==> src/hdl/xrrg_pkg.sv <==
`timescale 1ns / 1ps
`default_nettype none
// ----------------------------------------------------------------------------
// xrrg_pkg: shared definitions of the range random generator
// Field widths, operation codes, SplitMix64 constants and unit status type.
// ----------------------------------------------------------------------------
package xrrg_pkg;

  localparam int WORD_W   = 64;
  localparam int VAL_W    = 32;
  localparam int SPAN_W   = 33;
  localparam int FUNC_W   = 2;
  localparam int COUNT_W  = 7;

  localparam int DEFAULT_MAX_DRAWS = 64;

  localparam logic [FUNC_W-1:0] FN_RESEED = 2'd0;
  localparam logic [FUNC_W-1:0] FN_RANGE  = 2'd1;
  localparam logic [FUNC_W-1:0] FN_RAW    = 2'd2;

  localparam logic [WORD_W-1:0] SM_GAMMA = 64'h9e37_79b9_7f4a_7c15;
  localparam logic [WORD_W-1:0] SM_MUL1  = 64'hbf58_476d_1ce4_e5b9;
  localparam logic [WORD_W-1:0] SM_MUL2  = 64'h94d0_49bb_1331_11eb;

  localparam int SHL_T   = 17;
  localparam int ROT_W3  = 45;
  localparam int ROT_OUT = 7;

  localparam logic [WORD_W-1:0] OUT_MUL_A = 64'd5;
  localparam logic [WORD_W-1:0] OUT_MUL_B = 64'd9;

  typedef struct packed {
    logic busy;
    logic done;
  } unit_stat_t;

endpackage
`default_nettype wire

==> src/hdl/xrrg_if.sv <==
`timescale 1ns / 1ps
`default_nettype none
// ----------------------------------------------------------------------------
// xrrg_if: request and result channels
// Valid/ready channels carrying one request and one result item.
// ----------------------------------------------------------------------------
interface xrrg_in_if import xrrg_pkg::*; ();
  logic                     valid;
  logic                     ready;
  logic [FUNC_W-1:0]        func;
  logic signed [VAL_W-1:0]  low_bound;
  logic signed [VAL_W-1:0]  high_bound;
  logic [COUNT_W-1:0]       draw_count;
  logic                     sum_mode;

  modport source (output valid, func, low_bound, high_bound, draw_count, sum_mode,
                  input ready);
  modport sink   (input valid, func, low_bound, high_bound, draw_count, sum_mode,
                  output ready);
endinterface

interface xrrg_out_if import xrrg_pkg::*; ();
  logic                     valid;
  logic                     ready;
  logic signed [VAL_W-1:0]  range_value;
  logic [WORD_W-1:0]        raw_word;
  logic                     last;

  modport source (output valid, range_value, raw_word, last, input ready);
  modport sink   (input valid, range_value, raw_word, last, output ready);
endinterface
`default_nettype wire

==> src/hdl/xoshiro_range_random_generator.sv <==
`timescale 1ns / 1ps
`default_nettype none
// ----------------------------------------------------------------------------
// xoshiro_range_random_generator: xoshiro256** range random generator
// Raw 64-bit draws, range draws and range sums, seeded by SplitMix64.
// ----------------------------------------------------------------------------
// One request is worked on at a time. A raw draw runs the output scrambling:
// it multiplies by 5 and by 9 in the bit-serial multiplier, which handles one
// multiplier bit per cycle. Each range value then also passes through the
// bit-serial remainder unit; a sum request of n draws gives its one result
// after the last of its draws. A reseed makes four SplitMix64 words, each
// needing two serial multiplies. The same seeding pass runs after reset, with
// seed 0, and no request is accepted until it finishes. Writing cfg_wdata
// only stores the seed; it takes effect on the next reseed request. A finished
// result waits in the output register while the next request is accepted.
// ----------------------------------------------------------------------------
module xoshiro_range_random_generator import xrrg_pkg::*; #(
  parameter int MAX_DRAWS = DEFAULT_MAX_DRAWS
) (
  input  wire logic         clk,
  input  wire logic         rst_n,
  xrrg_in_if.sink           in_req,
  xrrg_out_if.source        out_res,
  input  wire logic         cfg_we,
  input  wire logic [VAL_W-1:0] cfg_wdata
);

  localparam int CW = $clog2(MAX_DRAWS + 1);

  typedef enum logic [3:0] {
    S_IDLE, S_SM_ADD, S_SM_M1, S_SM_M2, S_DRAW, S_R5, S_R9, S_MOD, S_PUT
  } state_t;

  state_t            state_r;
  logic [VAL_W-1:0]  seed_r;
  logic [WORD_W-1:0] w_r [4];
  logic [WORD_W-1:0] acc_r;
  logic [1:0]        k_r;
  logic              rsp_r;
  logic              raw_r;
  logic              summ_r;
  logic [VAL_W-1:0]  lo_r;
  logic [SPAN_W-1:0] span_r;
  logic [CW-1:0]     total_r;
  logic [CW-1:0]     cnt_r;
  logic [VAL_W-1:0]  sum_r;
  logic [VAL_W-1:0]  res_range_r;
  logic [WORD_W-1:0] res_raw_r;
  logic              res_last_r;
  logic              out_v_r;
  logic [VAL_W-1:0]  out_range_r;
  logic [WORD_W-1:0] out_raw_r;
  logic              out_last_r;

  logic              mul_start;
  logic [WORD_W-1:0] mul_a;
  logic [WORD_W-1:0] mul_b;
  unit_stat_t        mul_st;
  logic [WORD_W-1:0] mul_p;
  logic              mod_start;
  unit_stat_t        mod_st;
  logic [SPAN_W-1:0] mod_rem;

  logic [WORD_W-1:0] sm_z;
  logic [WORD_W-1:0] xs_t;
  logic [WORD_W-1:0] xs_n0, xs_n1, xs_n2, xs_n3;
  logic [VAL_W-1:0]  lo_sel, hi_sel;
  logic [SPAN_W-1:0] span_nxt;
  logic [VAL_W-1:0]  v_nxt;
  logic [VAL_W-1:0]  sum_nxt;
  logic              fin;
  logic              out_free;
  logic              in_acc;

  assign in_acc   = in_req.valid && in_req.ready;
  assign out_free = !out_v_r || out_res.ready;
  assign sm_z     = acc_r + SM_GAMMA;

  // xoshiro256** state advance
  assign xs_t  = w_r[1] << SHL_T;
  assign xs_n2 = w_r[2] ^ w_r[0];
  assign xs_n3 = w_r[3] ^ w_r[1];
  assign xs_n1 = w_r[1] ^ xs_n2;
  assign xs_n0 = w_r[0] ^ xs_n3;

  assign lo_sel   = (in_req.high_bound < in_req.low_bound) ? in_req.high_bound
                                                           : in_req.low_bound;
  assign hi_sel   = (in_req.high_bound < in_req.low_bound) ? in_req.low_bound
                                                           : in_req.high_bound;
  assign span_nxt = {hi_sel[VAL_W-1], hi_sel} - {lo_sel[VAL_W-1], lo_sel} + SPAN_W'(1);

  assign v_nxt   = mod_rem[VAL_W-1:0] + lo_r;
  assign sum_nxt = sum_r + v_nxt;
  assign fin     = (cnt_r + CW'(1)) == total_r;

  always_comb begin
    mul_start = 1'b0;
    mul_a     = '0;
    mul_b     = '0;
    mod_start = 1'b0;
    case (state_r)
      S_SM_ADD: begin
        mul_start = 1'b1;
        mul_a     = sm_z ^ (sm_z >> 30);
        mul_b     = SM_MUL1;
      end
      S_SM_M1: begin
        mul_start = mul_st.done;
        mul_a     = mul_p ^ (mul_p >> 27);
        mul_b     = SM_MUL2;
      end
      S_DRAW: begin
        mul_start = 1'b1;
        mul_a     = w_r[1];
        mul_b     = OUT_MUL_A;
      end
      S_R5: begin
        mul_start = mul_st.done;
        mul_a     = {mul_p[WORD_W-1-ROT_OUT:0], mul_p[WORD_W-1:WORD_W-ROT_OUT]};
        mul_b     = OUT_MUL_B;
      end
      S_R9: begin
        mod_start = mul_st.done && !raw_r;
      end
      default: begin
      end
    endcase
  end

  xrrg_mul u_mul (
    .clk    (clk),
    .rst_n  (rst_n),
    .start  (mul_start),
    .mcand  (mul_a),
    .mplier (mul_b),
    .stat   (mul_st),
    .prod   (mul_p)
  );

  xrrg_mod u_mod (
    .clk      (clk),
    .rst_n    (rst_n),
    .start    (mod_start),
    .dividend (mul_p),
    .divisor  (span_r),
    .stat     (mod_st),
    .rem      (mod_rem)
  );

  always_ff @(posedge clk) begin
    if (!rst_n) begin
      state_r <= S_SM_ADD;
      seed_r  <= '0;
      acc_r   <= '0;
      k_r     <= '0;
      rsp_r   <= 1'b0;
      out_v_r <= 1'b0;
    end else begin
      if (cfg_we) begin
        seed_r <= cfg_wdata;
      end
      if ((state_r == S_PUT) && out_free) begin
        out_v_r <= 1'b1;
      end else if (out_res.ready) begin
        out_v_r <= 1'b0;
      end
      case (state_r)
        S_IDLE: begin
          if (in_acc) begin
            case (in_req.func)
              FN_RESEED: begin
                acc_r   <= {{(WORD_W-VAL_W){1'b0}}, seed_r};
                k_r     <= '0;
                rsp_r   <= 1'b1;
                state_r <= S_SM_ADD;
              end
              FN_RANGE: begin
                lo_r    <= lo_sel;
                span_r  <= span_nxt;
                total_r <= (in_req.draw_count > COUNT_W'(MAX_DRAWS)) ? CW'(MAX_DRAWS)
                                                                    : in_req.draw_count[CW-1:0];
                summ_r  <= in_req.sum_mode;
                raw_r   <= 1'b0;
                cnt_r   <= '0;
                sum_r   <= '0;
                if (in_req.draw_count != '0) begin
                  state_r <= S_DRAW;
                end
              end
              FN_RAW: begin
                raw_r   <= 1'b1;
                state_r <= S_DRAW;
              end
              default: begin
              end
            endcase
          end
        end
        S_SM_ADD: begin
          acc_r   <= sm_z;
          state_r <= S_SM_M1;
        end
        S_SM_M1: begin
          if (mul_st.done) begin
            state_r <= S_SM_M2;
          end
        end
        S_SM_M2: begin
          if (mul_st.done) begin
            w_r[k_r] <= mul_p ^ (mul_p >> 31);
            k_r      <= k_r + 2'd1;
            if (k_r == 2'd3) begin
              res_range_r <= '0;
              res_raw_r   <= '0;
              res_last_r  <= 1'b1;
              state_r     <= rsp_r ? S_PUT : S_IDLE;
            end else begin
              state_r <= S_SM_ADD;
            end
          end
        end
        S_DRAW: begin
          w_r[0]  <= xs_n0;
          w_r[1]  <= xs_n1;
          w_r[2]  <= xs_n2 ^ xs_t;
          w_r[3]  <= {xs_n3[WORD_W-1-ROT_W3:0], xs_n3[WORD_W-1:WORD_W-ROT_W3]};
          state_r <= S_R5;
        end
        S_R5: begin
          if (mul_st.done) begin
            state_r <= S_R9;
          end
        end
        S_R9: begin
          if (mul_st.done) begin
            if (raw_r) begin
              res_range_r <= '0;
              res_raw_r   <= mul_p;
              res_last_r  <= 1'b1;
              state_r     <= S_PUT;
            end else begin
              state_r <= S_MOD;
            end
          end
        end
        S_MOD: begin
          if (mod_st.done) begin
            sum_r     <= sum_nxt;
            cnt_r     <= cnt_r + CW'(1);
            res_raw_r <= '0;
            if (!summ_r) begin
              res_range_r <= v_nxt;
              res_last_r  <= fin;
              state_r     <= S_PUT;
            end else if (fin) begin
              res_range_r <= sum_nxt;
              res_last_r  <= 1'b1;
              state_r     <= S_PUT;
            end else begin
              state_r <= S_DRAW;
            end
          end
        end
        S_PUT: begin
          if (out_free) begin
            out_range_r <= res_range_r;
            out_raw_r   <= res_raw_r;
            out_last_r  <= res_last_r;
            state_r     <= res_last_r ? S_IDLE : S_DRAW;
          end
        end
        default: begin
          state_r <= S_IDLE;
        end
      endcase
    end
  end

  assign in_req.ready        = (state_r == S_IDLE);
  assign out_res.valid       = out_v_r;
  assign out_res.range_value = out_range_r;
  assign out_res.raw_word    = out_raw_r;
  assign out_res.last        = out_last_r;

endmodule
`default_nettype wire

==> src/hdl/xrrg_mul.sv <==
`timescale 1ns / 1ps
`default_nettype none
// ----------------------------------------------------------------------------
// xrrg_mul: bit-serial multiplier
// Low 64 bits of a product, one multiplier bit per cycle, stops when the
// remaining multiplier bits are all zero.
// ----------------------------------------------------------------------------
module xrrg_mul import xrrg_pkg::*; (
  input  wire logic              clk,
  input  wire logic              rst_n,
  input  wire logic              start,
  input  wire logic [WORD_W-1:0] mcand,
  input  wire logic [WORD_W-1:0] mplier,
  output unit_stat_t             stat,
  output logic      [WORD_W-1:0] prod
);

  logic              busy_r;
  logic [WORD_W-1:0] a_r;
  logic [WORD_W-1:0] b_r;
  logic [WORD_W-1:0] acc_r;
  logic [WORD_W-1:0] acc_nxt;

  assign acc_nxt = b_r[0] ? (acc_r + a_r) : acc_r;

  always_ff @(posedge clk) begin
    if (!rst_n) begin
      busy_r <= 1'b0;
    end else if (start) begin
      busy_r <= 1'b1;
      a_r    <= mcand;
      b_r    <= mplier;
      acc_r  <= '0;
    end else if (busy_r) begin
      if (b_r == '0) begin
        busy_r <= 1'b0;
      end else begin
        acc_r <= acc_nxt;
        a_r   <= {a_r[WORD_W-2:0], 1'b0};
        b_r   <= {1'b0, b_r[WORD_W-1:1]};
      end
    end
  end

  assign stat.busy = busy_r;
  assign stat.done = busy_r && (b_r == '0);
  assign prod      = acc_r;

endmodule
`default_nettype wire

==> src/hdl/xrrg_mod.sv <==
`timescale 1ns / 1ps
`default_nettype none
// ----------------------------------------------------------------------------
// xrrg_mod: bit-serial remainder unit
// Restoring division of a 64-bit word by a 33-bit span, one dividend bit
// per cycle; only the remainder is kept.
// ----------------------------------------------------------------------------
module xrrg_mod import xrrg_pkg::*; (
  input  wire logic              clk,
  input  wire logic              rst_n,
  input  wire logic              start,
  input  wire logic [WORD_W-1:0] dividend,
  input  wire logic [SPAN_W-1:0] divisor,
  output unit_stat_t             stat,
  output logic      [SPAN_W-1:0] rem
);

  localparam int CNT_W = $clog2(WORD_W + 1);

  logic              busy_r;
  logic [CNT_W-1:0]  cnt_r;
  logic [WORD_W-1:0] n_r;
  logic [SPAN_W-1:0] d_r;
  logic [SPAN_W-1:0] rem_r;
  logic [SPAN_W:0]   trial;
  logic [SPAN_W:0]   diff;
  logic [SPAN_W-1:0] rem_nxt;

  assign trial   = {rem_r, n_r[WORD_W-1]};
  assign diff    = trial - {1'b0, d_r};
  assign rem_nxt = (trial >= {1'b0, d_r}) ? diff[SPAN_W-1:0] : trial[SPAN_W-1:0];

  always_ff @(posedge clk) begin
    if (!rst_n) begin
      busy_r <= 1'b0;
    end else if (start) begin
      busy_r <= 1'b1;
      cnt_r  <= '0;
      n_r    <= dividend;
      d_r    <= divisor;
      rem_r  <= '0;
    end else if (busy_r) begin
      if (cnt_r == CNT_W'(WORD_W)) begin
        busy_r <= 1'b0;
      end else begin
        rem_r <= rem_nxt;
        n_r   <= {n_r[WORD_W-2:0], 1'b0};
        cnt_r <= cnt_r + CNT_W'(1);
      end
    end
  end

  assign stat.busy = busy_r;
  assign stat.done = busy_r && (cnt_r == CNT_W'(WORD_W));
  assign rem       = rem_r;

endmodule
`default_nettype wire

==> src/flat_wrapper.sv <==
// flat-port wrapper written by rule: the top's interface ports become plain ports
module xoshiro_range_random_generator_flat import xrrg_pkg::*;
#(
  parameter int MAX_DRAWS = DEFAULT_MAX_DRAWS
)
  (clk, rst_n, cfg_we, cfg_wdata, in_req_valid, in_req_func, in_req_low_bound, in_req_high_bound, in_req_draw_count, in_req_sum_mode, in_req_ready, out_res_valid, out_res_range_value, out_res_raw_word, out_res_last, out_res_ready);
  xrrg_in_if in_req_i ();
  xrrg_out_if out_res_i ();
  input  wire logic clk;
  input  wire logic rst_n;
  input  wire logic cfg_we;
  input  wire logic [VAL_W-1:0] cfg_wdata;
  input wire logic [$bits(in_req_i.valid)-1:0] in_req_valid;
  input wire logic [$bits(in_req_i.func)-1:0] in_req_func;
  input wire logic [$bits(in_req_i.low_bound)-1:0] in_req_low_bound;
  input wire logic [$bits(in_req_i.high_bound)-1:0] in_req_high_bound;
  input wire logic [$bits(in_req_i.draw_count)-1:0] in_req_draw_count;
  input wire logic [$bits(in_req_i.sum_mode)-1:0] in_req_sum_mode;
  output wire logic [$bits(in_req_i.ready)-1:0] in_req_ready;
  output wire logic [$bits(out_res_i.valid)-1:0] out_res_valid;
  output wire logic [$bits(out_res_i.range_value)-1:0] out_res_range_value;
  output wire logic [$bits(out_res_i.raw_word)-1:0] out_res_raw_word;
  output wire logic [$bits(out_res_i.last)-1:0] out_res_last;
  input wire logic [$bits(out_res_i.ready)-1:0] out_res_ready;
  assign in_req_i.valid = in_req_valid;
  assign in_req_i.func = in_req_func;
  assign in_req_i.low_bound = in_req_low_bound;
  assign in_req_i.high_bound = in_req_high_bound;
  assign in_req_i.draw_count = in_req_draw_count;
  assign in_req_i.sum_mode = in_req_sum_mode;
  assign in_req_ready = in_req_i.ready;
  assign out_res_valid = out_res_i.valid;
  assign out_res_range_value = out_res_i.range_value;
  assign out_res_raw_word = out_res_i.raw_word;
  assign out_res_last = out_res_i.last;
  assign out_res_i.ready = out_res_ready;
  xoshiro_range_random_generator #(.MAX_DRAWS(MAX_DRAWS)) u_core (.clk(clk), .rst_n(rst_n), .in_req(in_req_i), .out_res(out_res_i), .cfg_we(cfg_we), .cfg_wdata(cfg_wdata));
endmodule
==> config.mk <==
export PLATFORM = sky130hd
export DESIGN_NAME = xoshiro_range_random_generator_flat
export DESIGN_NICKNAME = d
export VERILOG_FILES = /design/src/hdl/xrrg_pkg.sv /design/src/hdl/xrrg_if.sv /design/src/hdl/xoshiro_range_random_generator.sv /design/src/hdl/xrrg_mul.sv /design/src/hdl/xrrg_mod.sv /design/src/flat_wrapper.sv
export SDC_FILE = /design/constraint.sdc
export NUM_CORES = 2
export LEC_CHECK = 0
export ABC_AREA = 0
export BUFFER_PORTS_ARGS = -buffer_cell sky130_fd_sc_hd__clkbuf_2
export CAP_MARGIN = 20
export CORE_MARGIN = 4
export CORE_UTILIZATION = 30
export DETAILED_ROUTE_END_ITERATION = 8
export PLACE_DENSITY = 0.45
export REMOVE_ABC_BUFFERS = 1
export SLEW_MARGIN = 20
export SYNTH_ARGS = -nofsm -noshare
export SYNTH_HDL_FRONTEND = slang
export SYNTH_SLANG_ARGS = --single-unit
export TNS_END_PERCENT = 5
==> constraint.sdc <==
create_clock -name clk -period 39.4 [get_ports clk]
set_input_delay 1.97 -clock clk [delete_from_list [all_inputs] [get_ports clk]]
set_output_delay 1.97 -clock clk [all_outputs]
set_load 0.01 [all_outputs]
==> out/qor.yml <==
sta:
  tns_ns: 0
  maxSlewViolCount: 0
  setup_viol: 0
  maxSlewHeadroom: 0.166
  fmaxAchievable_mhz: 138
  min_period_ns: 7.23
  hold_slack_ns: 0.409
  clock_skew_ns: 0.0573
  worst_pin_slew_ns: 1.25
  rsz0062_at_grt: "false"
  period_share: 0.184
  hold_viol_final: 0
cts:
  clkTransAtPathRegs_ns: 0.06
  cts_buffer_depth: 3
  clk_latency_ns: 0.78
  numCtsBuffers: 116
  clkSinkCount: 998
  cts_tree: "built"
  h-tree-depth: 3
  cts_resized: 0
  cts_setup_buffers: 0
  cts_root_buf: "clkbuf_16"
  ctsHoldBuffers: 0
placed_design:
  io_buffers: 209
  placedInstanceArea_mm2: 0.0595
  hpwl_um: 125000
  globalplace.congestion: 0.881
floorplan:
  die-area_mm2: 0.193
  start_util: 0.303
  die_h_um: 439
  die_w_um: 439
  io_pins: 210
  rows: 157
  core-area_mm2: 0.184
pwr:
  leakage_nw: 23.6
  power.density_mw_per_mm2: 74.1
  peakVddDrop_v: 0.0000790
worst_setup_path:
  crit_fanout: 73
  slowest_delay_ns: 0.63
  critPathSlowestCell: "a2111oi_0"
  cp_cell_sequence: "clkbuf_2 -> inv_1 -> ha_1 -> a2111oi_0 -> o21ai_0 -> a31oi_1 -> a221oi_1 -> a211o_1 -> o22ai_4 -> buf_4 -> buf_4 -> nor2_1 -> nand2_1 -> o21ai_0 -> ha_1 -> a21oi_1 -> o211a_1 -> or4_1 -> a21oi_1 -> o21bai_1 -> a31o_2 -> nand2_1 -> o311ai_0"
  crit_type: "input port to flip-flop"
  critPathRequiredTime_ns: 39.89
  startpoint_type: "input port"
  critical-path-top-delay-family: "compound AO/OA/AOI/OAI gates"
  end_kind: "flip-flop"
  arrival_ns: 7.72
  crit_buf_inv: 4
global_routing:
  grt_start_max_net_pins: 105
  gr-usage-met3: 0.0247
  antenna_found_initial: 11
  gr-total-overflow: 0
  grt_pass1_wl_um: 263000
  met1_usage: 0.271
  grtUsageTotal: 0.179
  grt_util_met2: 0.266
  grt_pass1_vias: 39700
  busiest_layer: "met1"
yosys:
  synth-seq-area-share: 0.519
  netlist_area_mm2: 0.0557
  synthCells: 5392
  ys_seq_elements: 998
  async_reset_ff_frac: 0
  yosysUniqueCellTypes: 100
  synth_edf_count: 892
  ys_warn_count: 0
  syn_avg_cell_area_um2: 10.3
  synth_ff_type: "edfxtp_1"
cells_and_area:
  drive_above_1_share: 0.0978
  fin_nets: 5860
  area_delta_synth_final_pct: 13.6
  design_area_mm2: 0.0633
  fin_util: 0.345
  fillCellCount: 18800
status:
  outcome: "finished, final reports clean"
route:
  routedWlPerCell_um: 21.8
  vias: 41400
  antenna_left: 0
  drt-pass1-iter-count: 6
  wirelength_um: 176000
  drt_iter0_drc: 3782
  drc: 0
  vias_per_cell: 5.13
hold_path:
  hold_class: "flip-flop to flip-flop"
run:
  drv_cap: 0
==> metal layers <==
metal,part of all wire,wire length [um]
met5,0,0
met2,0.43,75400
met3,0.058,10200
met1,0.49,86700
met4,0.023,4130
==> placed cells by master, fill, tap and decap left out, types with 30 or more instances in the layout <==
cell type,Yosys,layout
clkbuf_2,14,209
nand2_1,620,617
o21a_1,45,44
clkbuf_16,0,116
ha_1,231,231
nand4_1,36,36
o21ai_0,460,460
nor3_1,65,60
inv_1,136,136
a22oi_1,38,38
or2_2,30,30
edfxtp_1,892,892
mux2i_1,53,53
nor2b_1,33,32
a211oi_1,31,31
buf_4,0,66
and2_1,90,90
o211ai_1,37,37
and3_1,46,46
nor2_1,539,528
dfxtp_1,106,106
nand3_1,60,59
xor2_1,243,243
a21oi_1,370,366
nand2b_1,38,38
a21o_1,138,138
xnor2_1,394,394
nor4_1,34,33
==> sequential cells by signal (all words and copies together), names as in the netlist, 2 cells and up <==
register                    flops
u_core.acc_r                   64
u_core.cnt_r                    7
u_core.k_r                      2
u_core.lo_r                    32
u_core.out_res.range_value     32
u_core.out_res.raw_word        64
u_core.res_range_r             32
u_core.res_raw_r               64
u_core.seed_r                  32
u_core.span_r                  33
u_core.state_r                  4
u_core.sum_r                   32
u_core.total_r                  7
u_core.u_mod.cnt_r              7
u_core.u_mod.d_r               33
u_core.u_mod.n_r               64
u_core.u_mod.rem               33
u_core.u_mul.a_r               64
u_core.u_mul.b_r               64
u_core.u_mul.prod              64
u_core.w_r                    256
==> cells by family (layout without fill, tap and decap cells) <==
| logic type | after synthesis | in the layout | share of synthesized area |
|---|---|---|---|
| AND/OR/NAND/NOR | 1682 | 1682 | 0.136 |
| AO/OA/AOI/OAI | 1370 | 1370 | 0.153 |
| flip-flops | 998 | 998 | 0.519 |
| XOR/XNOR | 638 | 638 | 0.100 |
| buffers and inverters | 412 | 632 | 0.0281 |
| adder cells (fa/ha/maj) | 236 | 236 | 0.0536 |
| multiplexers | 56 | 56 | 0.0101 |
| other | 0 | 3 | 0 |
==> cell usage after synthesis (8+ instances only) <==
cell type	count	area (um2)
edfxtp_1	892	26800
nand2_1	620	2330
nor2_1	539	2020
o21ai_0	460	2300
xnor2_1	394	3450
a21oi_1	370	1850
xor2_1	243	2130
clkbuf_1	241	905
ha_1	231	2890
a21o_1	138	1040
inv_1	136	510
dfxtp_1	106	2120
and2_1	90	563
nor3_1	65	325
nand3_1	60	300
mux2i_1	53	531
and3_1	46	288
o21a_1	45	338
a22oi_1	38	285
nand2b_1	38	238
o211ai_1	37	278
nand4_1	36	225
nor4_1	34	213
nor2b_1	33	206
a211oi_1	31	233
or2_2	30	188
a31oi_1	29	181
nand3b_1	28	210
a222oi_1	27	270
a221oi_1	26	228
or3_1	21	131
o21bai_1	19	143
buf_1	16	60.1
o221ai_1	16	140
clkbuf_2	14	70.1
o31ai_1	11	82.6
nor3b_1	10	75.1
a2111oi_0	9	78.8
a211o_1	9	78.8
a311oi_1	9	78.8
and4_1	9	78.8
a21boi_0	8	60.1
a31o_2	8	70.1
==> power breakdown <==
part / internal [mW] / switching, mW / total [mW]
logic: 0.691 / 1.19 / 1.88
registers: 1.46 / 0.268 / 1.73
clock network: 0.621 / 0.467 / 1.09
==> final timing paths <==
check | start | cells after the start | slack, ns | endpoint
setup / recovery | in_req_low_bound[13] | 23 | 32.17 | u_core.span_r[31]
hold / removal | u_core.res_raw_r[50] | 0 | 0.41 | u_core.out_res.raw_word[50]
setup reg to reg | u_core.u_mod.rem[0] | 22 | 33.03 | u_core.sum_r[28]
hold reg to reg | u_core.res_raw_r[50] | 0 | 0.41 | u_core.out_res.raw_word[50]
==> final cells by class <==
type	count	area, um2	share of cell area
flip-flops and latches	998	28900	0.456
diodes	3	7.51	0.000119
multi-input cells	3982	25500	0.402
inverters	138	520	0.00822
well taps	2464	3080	0.0487
repair buffers	277	1580	0.0250
clock inverters	69	719	0.0114
clock buffers	148	3050	0.0482
==> per-stage QoR <==
step           cells  setup slack (ns)  power [mW]
2_1_floorplan   5118             24.19        2.94
3_3_place_gp    7857             31.56        3.59
3_5_place_dp    7857             31.47        3.61
4_1_cts         8074             32.29        4.72
5_1_grt         8077             31.80        4.99
6_report        8079             32.17        4.70
No activity file was read; power rests on OpenSTA's default activity.
